==> src/dpu_pkg.sv <==
// ----------------------------------------------------------------------------
// dpu_pkg
// Shared types and constants of the depth to point unprojection block.
// ----------------------------------------------------------------------------
package dpu_pkg;

  localparam int FRAC       = 20;
  localparam int DIST_SCALE = 1000;
  localparam int DIST_W     = 26;

  // register indexes of the configuration port
  localparam logic [2:0] CFG_FOCAL_X      = 3'd0;
  localparam logic [2:0] CFG_FOCAL_Y      = 3'd1;
  localparam logic [2:0] CFG_CENTRE_X     = 3'd2;
  localparam logic [2:0] CFG_CENTRE_Y     = 3'd3;
  localparam logic [2:0] CFG_RADIAL_K1    = 3'd4;
  localparam logic [2:0] CFG_RADIAL_K2    = 3'd5;
  localparam logic [2:0] CFG_LENS_OFFSET  = 3'd6;
  localparam logic [2:0] CFG_INVALID_CODE = 3'd7;

  typedef struct packed {
    logic [23:0]        focal_x;
    logic [23:0]        focal_y;
    logic [23:0]        centre_x;
    logic [23:0]        centre_y;
    logic signed [23:0] radial_k1;
    logic signed [23:0] radial_k2;
    logic [23:0]        lens_offset;
    logic [15:0]        invalid_depth_code;
  } dpu_cfg_t;

  // classified pixel handed from front to back
  typedef struct packed {
    logic              ok;
    logic [DIST_W-1:0] dist_um;
    logic [15:0]       confidence;
    logic [15:0]       intensity;
    logic [9:0]        pixel_row;
    logic [9:0]        pixel_col;
  } dpu_item_t;

  // fields that ride along the back pipeline untouched
  typedef struct packed {
    logic              ok;
    logic [DIST_W-1:0] dist_um;
    logic [15:0]       confidence;
    logic [15:0]       intensity;
  } dpu_side_t;

endpackage

==> src/dpu_front.sv <==
// ----------------------------------------------------------------------------
// dpu_front
// Input register, pixel classification and depth scaling, followed by a
// four entry queue that decouples the input from the geometry pipeline.
// ----------------------------------------------------------------------------
module dpu_front #(
  parameter int COL_LIMIT = 1024,
  parameter int ROW_LIMIT = 1024
) (
  input  logic               clk,
  input  logic               rst,
  input  dpu_pkg::dpu_cfg_t  cfg,
  input  logic               s_tvalid,
  output logic               s_tready,
  input  logic [71:0]        s_tdata,
  output logic               head_valid,
  output dpu_pkg::dpu_item_t head,
  input  logic               pop
);

  import dpu_pkg::*;

  localparam int QDEPTH = 4;
  localparam int QAW    = $clog2(QDEPTH);

  logic [15:0] depth_mm;
  logic [9:0]  pixel_row;
  logic [9:0]  pixel_col;
  dpu_item_t   in_item;

  logic        fr_v;
  dpu_item_t   fr_item;
  logic        push;

  dpu_item_t      q_mem [QDEPTH];
  logic [QAW-1:0] wptr;
  logic [QAW-1:0] rptr;
  logic [QAW:0]   count;

  assign depth_mm  = s_tdata[15:0];
  assign pixel_row = s_tdata[57:48];
  assign pixel_col = s_tdata[67:58];

  always_comb begin
    in_item.ok = (depth_mm != 16'd0) && (depth_mm != cfg.invalid_depth_code) &&
                 (32'(pixel_row) < ROW_LIMIT) && (32'(pixel_col) < COL_LIMIT);
    in_item.dist_um    = DIST_W'(depth_mm) * DIST_W'(DIST_SCALE);
    in_item.confidence = s_tdata[31:16];
    in_item.intensity  = s_tdata[47:32];
    in_item.pixel_row  = pixel_row;
    in_item.pixel_col  = pixel_col;
  end

  assign push     = fr_v && (count != (QAW+1)'(QDEPTH));
  assign s_tready = !fr_v || push;

  always_ff @(posedge clk) begin
    if (rst) begin
      fr_v <= 1'b0;
    end else if (s_tvalid && s_tready) begin
      fr_v <= 1'b1;
    end else if (push) begin
      fr_v <= 1'b0;
    end
  end

  always_ff @(posedge clk) begin
    if (s_tvalid && s_tready) begin
      fr_item <= in_item;
    end
  end

  always_ff @(posedge clk) begin
    if (rst) begin
      wptr  <= '0;
      rptr  <= '0;
      count <= '0;
    end else begin
      if (push) begin
        wptr <= wptr + 1'b1;
      end
      if (pop) begin
        rptr <= rptr + 1'b1;
      end
      count <= count + (QAW+1)'(push) - (QAW+1)'(pop);
    end
  end

  always_ff @(posedge clk) begin
    if (push) begin
      q_mem[wptr] <= fr_item;
    end
  end

  assign head_valid = count != '0;
  assign head       = q_mem[rptr];

endmodule

==> config.mk <==
export PLATFORM = sky130hd
export DESIGN_NAME = dpu_front
export DESIGN_NICKNAME = d
export VERILOG_FILES = /design/src/dpu_pkg.sv /design/src/dpu_front.sv
export SDC_FILE = /design/constraint.sdc
export NUM_CORES = 1
export LEC_CHECK = 0
export BUFFER_PORTS_ARGS = -buffer_cell sky130_fd_sc_hd__buf_2
export CORE_MARGIN = 2
export CORE_UTILIZATION = 50
export DETAILED_ROUTE_END_ITERATION = 8
export PLACE_DENSITY = 0.86
export SLEW_MARGIN = 40
export SYNTH_ARGS = -nofsm -noshare
export SYNTH_HDL_FRONTEND = slang
export SYNTH_SLANG_ARGS = --single-unit
export TNS_END_PERCENT = 10
==> constraint.sdc <==
create_clock -name clk -period 12.7 [get_ports clk]
set_input_delay 0.635 -clock clk [delete_from_list [all_inputs] [get_ports clk]]
set_output_delay 0.635 -clock clk [all_outputs]
set_load 0.005 [all_outputs]
==> metrics.txt, run 1 <==
outcome finished clean; drt total wl around 30000 um; vias in the first global route slightly below 9000; Sw Share 27.71%; Starting Density 50.39%; Final Hold Fails 0; DR WL/cell between 15 and 20 um; cells on worst reg2reg path 4; die outline area roughly 35000 um^2; Pleak 7.023 nW; Seq. cell area roughly 12000 um^2; fraction of layout cells with a size suffix above 1 between 20 and 30%; worst r2r dst q_mem[1][43]$_DFFE_PP_; WS Path Type in2reg; arrival time at the worst endpoint just under 5 ns; Worst EP required between 10 and 15 ns; met2 usage between 30% and 40%; fin crit share between 30% and 40%; H-tree lvl count 2; startpoint types input pin; Slew @ Worst Pin between 0.7 and 0.8 ns; Synth Flop Type edfxtp_1; Max Transition Viols Final 0; clock power share 28.5%; largest net degree at the start of global routing 65; # rows 67; Yosys reg bits 390; Layout area overhead 15.18%; crit end category flop; Final Skew around 0.019 ns; CTS resizes 0; Cells after Synth ~870; Die X approximately 190 um; num ports 341; Clock Tree Buf Depth 3; area of the multi-input gates between 4000 and 5000 um^2; filler cell count ~2400; Pwr Density around 190 nW/um^2; Final GP Congestion between 0.8 and 0.9; Nets between 1000 and 1500; DRC viols 0; Comb power frac about a quarter; CP max FO 6; Post-synth EDFFs 380; Psw around 1.0 mW; clock root buffer master clkbuf_16; core area 33280 um^2; CTS sink cnt 390; hold path start s_tdata[36]; cts hold-fix bufs 0; Pwr Total 3.594 mW; GR Overflow Total 0; Final min period about 4.5 ns; Hold Path Sink fr_item[24]$_DFFE_PP_; grt met1 use 22.83%; initial antenna violation count 1; post-detail-place hpwl between 15000 and 20000 um; fmax about 220 MHz; depth of the worst hold-timing path 1; sequential power share around 47%; Netlist Area Pre-Place 16770 um^2; routed vias about 8100; first-pass GRT wire length approximately 48000 um; synth unique cells 43; number of synthesis warnings 0; GRT Overall Usage 17.81%; clock-pin slew on the worst setup and hold paths 0.07 ns; post-synthesis sequential area ratio 69.23%; Hold Crit Class in2reg; Slew HR 50.91%; Post-DRT Antenna Nets 0; most common cell after layout, fill and taps aside edfxtp_1; Die Y around 190 um; PortBufs 165; met3 Track Usage GR around 3.6%; Reg2Reg Setup Slack 10.16 ns; CTS Buf Count 35; DRT iter0 DRCs between 500 and 600; Fin Setup TNS 0 ns; postcts setup bufs 0; gr busiest metal met2; mean area per synthesized cell between 15 and 20 um^2; maximum VDD drop ~0.08 mV; RR Startpoint count[1]$_SDFF_PP0_; CTS tree done; Max-Cap Viols 0; DR vias/cell between 5 and 6; FFs w/ async S/R, synth 0%; final setup violation count 0; unrepaired setup endpoints after global routing no; commonest non-fill, non-tap cells in the layout 380 x edfxtp_1, 165 x buf_2, 97 x inv_1, 76 x mux4_2, 69 x ha_1; Internal Power between 2 and 3 mW; drt pass-1 iters 4; clk_lat worst skew between 0.5 and 0.6 ns
[final cells by class]
class,count,area share [%]
inverters,97,1.885
flip-flops and latches,390,60.15
diodes,4,0.05182
clock inverters,21,1.101
well taps,448,2.902
clock buffers,42,4.670
repair buffers,173,4.787
multi-input cells,362,24.46
[worst max-delay path, cell delays in order]
cell      delay [ns]
buf_2           0.22
inv_1           0.13
fa_1            0.57
fa_1            0.45
fa_1            0.49
fa_1            0.50
inv_1           0.04
ha_1            0.34
a21o_1          0.25
a31o_2          0.25
o211ai_1        0.30
a21oi_1         0.17
or4_1           0.43
o211ai_1        0.11
[power groups by stage]
| stage | logic [mW] | registers, mW | clock network [mW] |
|---|---|---|---|
| after floorplan | 0.660 | 1.68 | 0 |
| after global placement | 0.852 | 1.69 | 0 |
| after detailed placement | 0.887 | 1.70 | 0 |
| after CTS | 0.894 | 1.68 | 1.05 |
| after global routing | 1.00 | 1.69 | 1.10 |
| final | 0.898 | 1.67 | 1.02 |
[stage by stage]
step | hold slack [ns] | instance area (um^2) | utilization [%] | worst slack (ns) | cells
after floorplan | 0.4587 | 16780 | - | 7.648 | 871
after global placement | 0.4666 | 18150 | 54.52 | 7.754 | 1469
after detailed placement | 0.4826 | 18160 | 54.58 | 7.659 | 1469
after CTS | 0.2770 | 19280 | 57.93 | 8.174 | 1532
after global routing | 0.2791 | 19310 | 58.01 | 7.994 | 1533
final | 0.3014 | 19320 | 58.04 | 8.157 | 1537
[layer usage]
metal  up-vias  routed length, um
met3        32               2076
met2       236              15740
li1       3668                  -
met4         0                433
met1      4174              12330
met5         -                  0
[cells in the mapped netlist, types with 4 or more instances]
cell type / n / area share (%)
edfxtp_1: 380 / 68
inv_1: 97 / 2.2
mux4_2: 76 / 10
ha_1: 69 / 5.1
fa_1: 53 / 6.3
xnor2_1: 32 / 1.7
a21oi_1: 21 / 0.63
nor2_1: 20 / 0.45
nand2_1: 16 / 0.36
dfxtp_1: 10 / 1.2
buf_2: 8 / 0.24
xor2_1: 8 / 0.42
nand4_1: 7 / 0.26
buf_1: 6 / 0.13
and2_1: 5 / 0.19
clkbuf_1: 5 / 0.11
nand3_1: 5 / 0.15
nor3_1: 5 / 0.15
o21ai_0: 5 / 0.15
o21a_1: 4 / 0.18
[worst max path at each step]
stage / start / to / slack (ns) / depth (start not counted)
CTS: s_tdata[2] / fr_item[75]$_DFFE_PP_ / 8.17 / 16
finish: s_tdata[1] / fr_item[77]$_DFFE_PP_ / 8.16 / 14
floorplan: s_tvalid / fr_item[0]$_DFFE_PP_ / 7.65 / 2
global route: s_tdata[1] / fr_item[77]$_DFFE_PP_ / 7.99 / 14
global placement: s_tdata[1] / fr_item[77]$_DFFE_PP_ / 7.75 / 14
detailed placement: s_tdata[2] / fr_item[75]$_DFFE_PP_ / 7.66 / 16
[cell families after synthesis]
group / synth area share (%)
flip-flops: 69.23
adder cells (fa/ha/maj): 11.47
buffers and inverters: 2.790
multiplexers: 10.38
AND/OR/NAND/NOR: 1.984
AO/OA/AOI/OAI: 2.022
XOR/XNOR: 2.089
other: 0.02236
[state kept, by name (all words and copies together) (netlist names), named ones only]
| register | flops |
|---|---|
| q_mem | 304 |
| fr_item | 76 |
| count | 3 |
| rptr | 2 |
| wptr | 2 |
| fr_v | 1 |
No activity file was read; power rests on OpenSTA's default activity.
==> run 2, diff against run 1 <==
==> constraint.sdc (replaced) <==
create_clock -name clk -period 4.5 [get_ports clk]
set_input_delay 0.225 -clock clk [delete_from_list [all_inputs] [get_ports clk]]
set_output_delay 0.225 -clock clk [all_outputs]
set_load 0.005 [all_outputs]
==> run 2 against run 1 <==
Cell area increased by 3.5%. Register-to-register slack worse by 8.3 ns. Setup slack worse by 7.7 ns. First-iteration DRC count increased by 1.7%. Sequential cell count stayed put. Routed wire length is 5.5% higher. Largest power group unchanged.
==> metrics.txt, run 2 (synthesis results as in run 1) <==
max FFs per register between 300 and 400; arrival time at the worst endpoint around 4.4 ns; clk_lat worst skew just over 0.5 ns; WS Path Type in2reg; GRT Overall Usage between 10% and 20%; PortBufs around 170; Final GP Congestion 0.8184; Slew @ Worst Pin around 0.73 ns; filler cell count 2336; Area after DPL 18280 um^2; Slowest cell on crit path fa_1; first-pass GRT wire length roughly 50000 um; CP Buf/Inv Count 3; GR Overflow Total 0; fin crit share between 80 and 90%; Clock Tree Buf Depth 3; area of the multi-input gates between 4000 and 5000 um^2; routed vias around 8400; Pwr Density a little over 500 nW/um^2; die outline area ~35000 um^2; Hold Crit Class in2reg; Seq. cell area 11620 um^2; Final Hold Fails 0; met3 WL approximately 2100 um; clock-pin slew on the worst setup and hold paths ~0.07 ns; clock root buffer master clkbuf_16; vias in the first global route 9074; top sig layer met4; postcts setup bufs 0; Die Y between 150 and 200 um; Fin Setup TNS 0 ns; Layout area overhead 19.25%; maximum VDD drop between 0.2 and 0.25 mV; CP Cell Sequence buf_2, inv_1, fa_1, fa_1, fa_1, fa_1, inv_1, ha_1, a21o_1, a31o_2, o211ai_1, a21oi_1, or4_1, o211ai_1; post-detail-place hpwl 20850 um; commonest non-fill, non-tap cells in the layout 380 x edfxtp_1, 165 x buf_2, 97 x inv_1, 76 x mux4_2, 69 x ha_1; Post-DRT Antenna Nets 0; drt total wl about 32000 um; Largest regs q_mem: 304 flops, fr_item: 76 flops, count: 3 flops; num ports about 340; DRT iter0 DRCs 594; worst stage delay on the critical path about 0.54 ns; cts hold-fix bufs 53; CTS tree done; largest net degree at the start of global routing between 60 and 70; initial antenna violation count 1; Max-Cap Viols 0; Final min period between 4 and 5 ns; CTS resizes 0; Worst EP required roughly 4.8 ns; Top reg by flops q_mem; unrepaired setup endpoints after global routing no; CTS sink cnt 390; fraction of layout cells with a size suffix above 1 between 20% and 30%; most common cell after layout, fill and taps aside edfxtp_1; crit end category flop; top cell family by delay on the critical path adder cells; Nets 1508; Pleak ~7.3 nW; CTS Buf Count 36; fmax approximately 250 MHz; WL met1 roughly 13000 um; Max Transition Viols Final 0; outcome finished clean; drt pass-1 iters 4; Die X roughly 190 um; DR WL/cell roughly 20 um; routed wl met2 16810 um; core area around 33000 um^2; Final Skew 0.01426 ns; cell mode on critical path fa_1; hold_ws about 0.016 ns; final setup violation count 0; Starting Density 50.39%; # rows 67; DRC viols 0; Final Util roughly three fifths; Slew HR around half; startpoint types input pin; DR vias/cell approximately 5.2; final instance area roughly 20000 um^2; CP max FO 6; H-tree lvl count 2
-- run 2: where the power goes --
part | switching (mW) | total (mW) | internal, mW
Clock | 1.21 | 2.97 | 1.77
Combinational | 1.41 | 2.60 | 1.19
Sequential | 0.189 | 4.73 | 4.54
-- run 2: stage by stage --
stage / std cells / power [mW] / setup slack (ns)
2_1_floorplan: 871 / 6.595 / 0.4455
3_3_place_gp: 1481 / 7.231 / 0.07324
3_5_place_dp: 1482 / 7.361 / -0.03003
4_1_cts: 1597 / 10.39 / 0.5007
5_1_grt: 1599 / 10.85 / 0.3072
6_report: 1599 / 10.30 / 0.4921
-- run 2: path summary, 6_finish.rpt --
kind | from | end | slack [ns] | cells after the start
max reg2reg | count[1]$_SDFF_PP0_ | q_mem[2][60]$_DFFE_PP_ | 1.84 | 4
min | s_tvalid | fr_v$_SDFFE_PP0P_ | 0.02 | 3
max | s_tdata[2] | fr_item[77]$_DFFE_PP_ | 0.49 | 14
min reg2reg | fr_item[58]$_DFFE_PP_ | q_mem[0][55]$_DFFE_PP_ | 0.49 | 0
-- run 2: final cells by class --
type | instances | share of cell area [%]
Sequential cell | 390 | 58.10
Multi-Input combinational cell | 362 | 23.62
Timing Repair Buffer | 239 | 7.820
Clock buffer | 45 | 4.880
Tap cell | 448 | 2.803
Inverter | 97 | 1.821
Clock inverter | 17 | 0.9447
Antenna cell | 1 | 0.01251
-- run 2: worst reg2reg max path, delay by kind of cell (launching register included) --
| family | cells | cell delay (ns) |
|---|---|---|
| and+or+nand+nor | 2 | 0.75 |
| buffers and inverters | 1 | 0.53 |
| AOI/OAI and AO/OA | 1 | 0.60 |
| DFF | 1 | 0.41 |
-- run 2: layer usage --
| metal | vias up | track usage [%] |
|---|---|---|
| met4 | 0 | 4.915 |
| met5 | - | 0 |
| met3 | 44 | 3.940 |
| met1 | 4240 | 22.99 |
| li1 | 3817 | - |
| met2 | 261 | 34.03 |
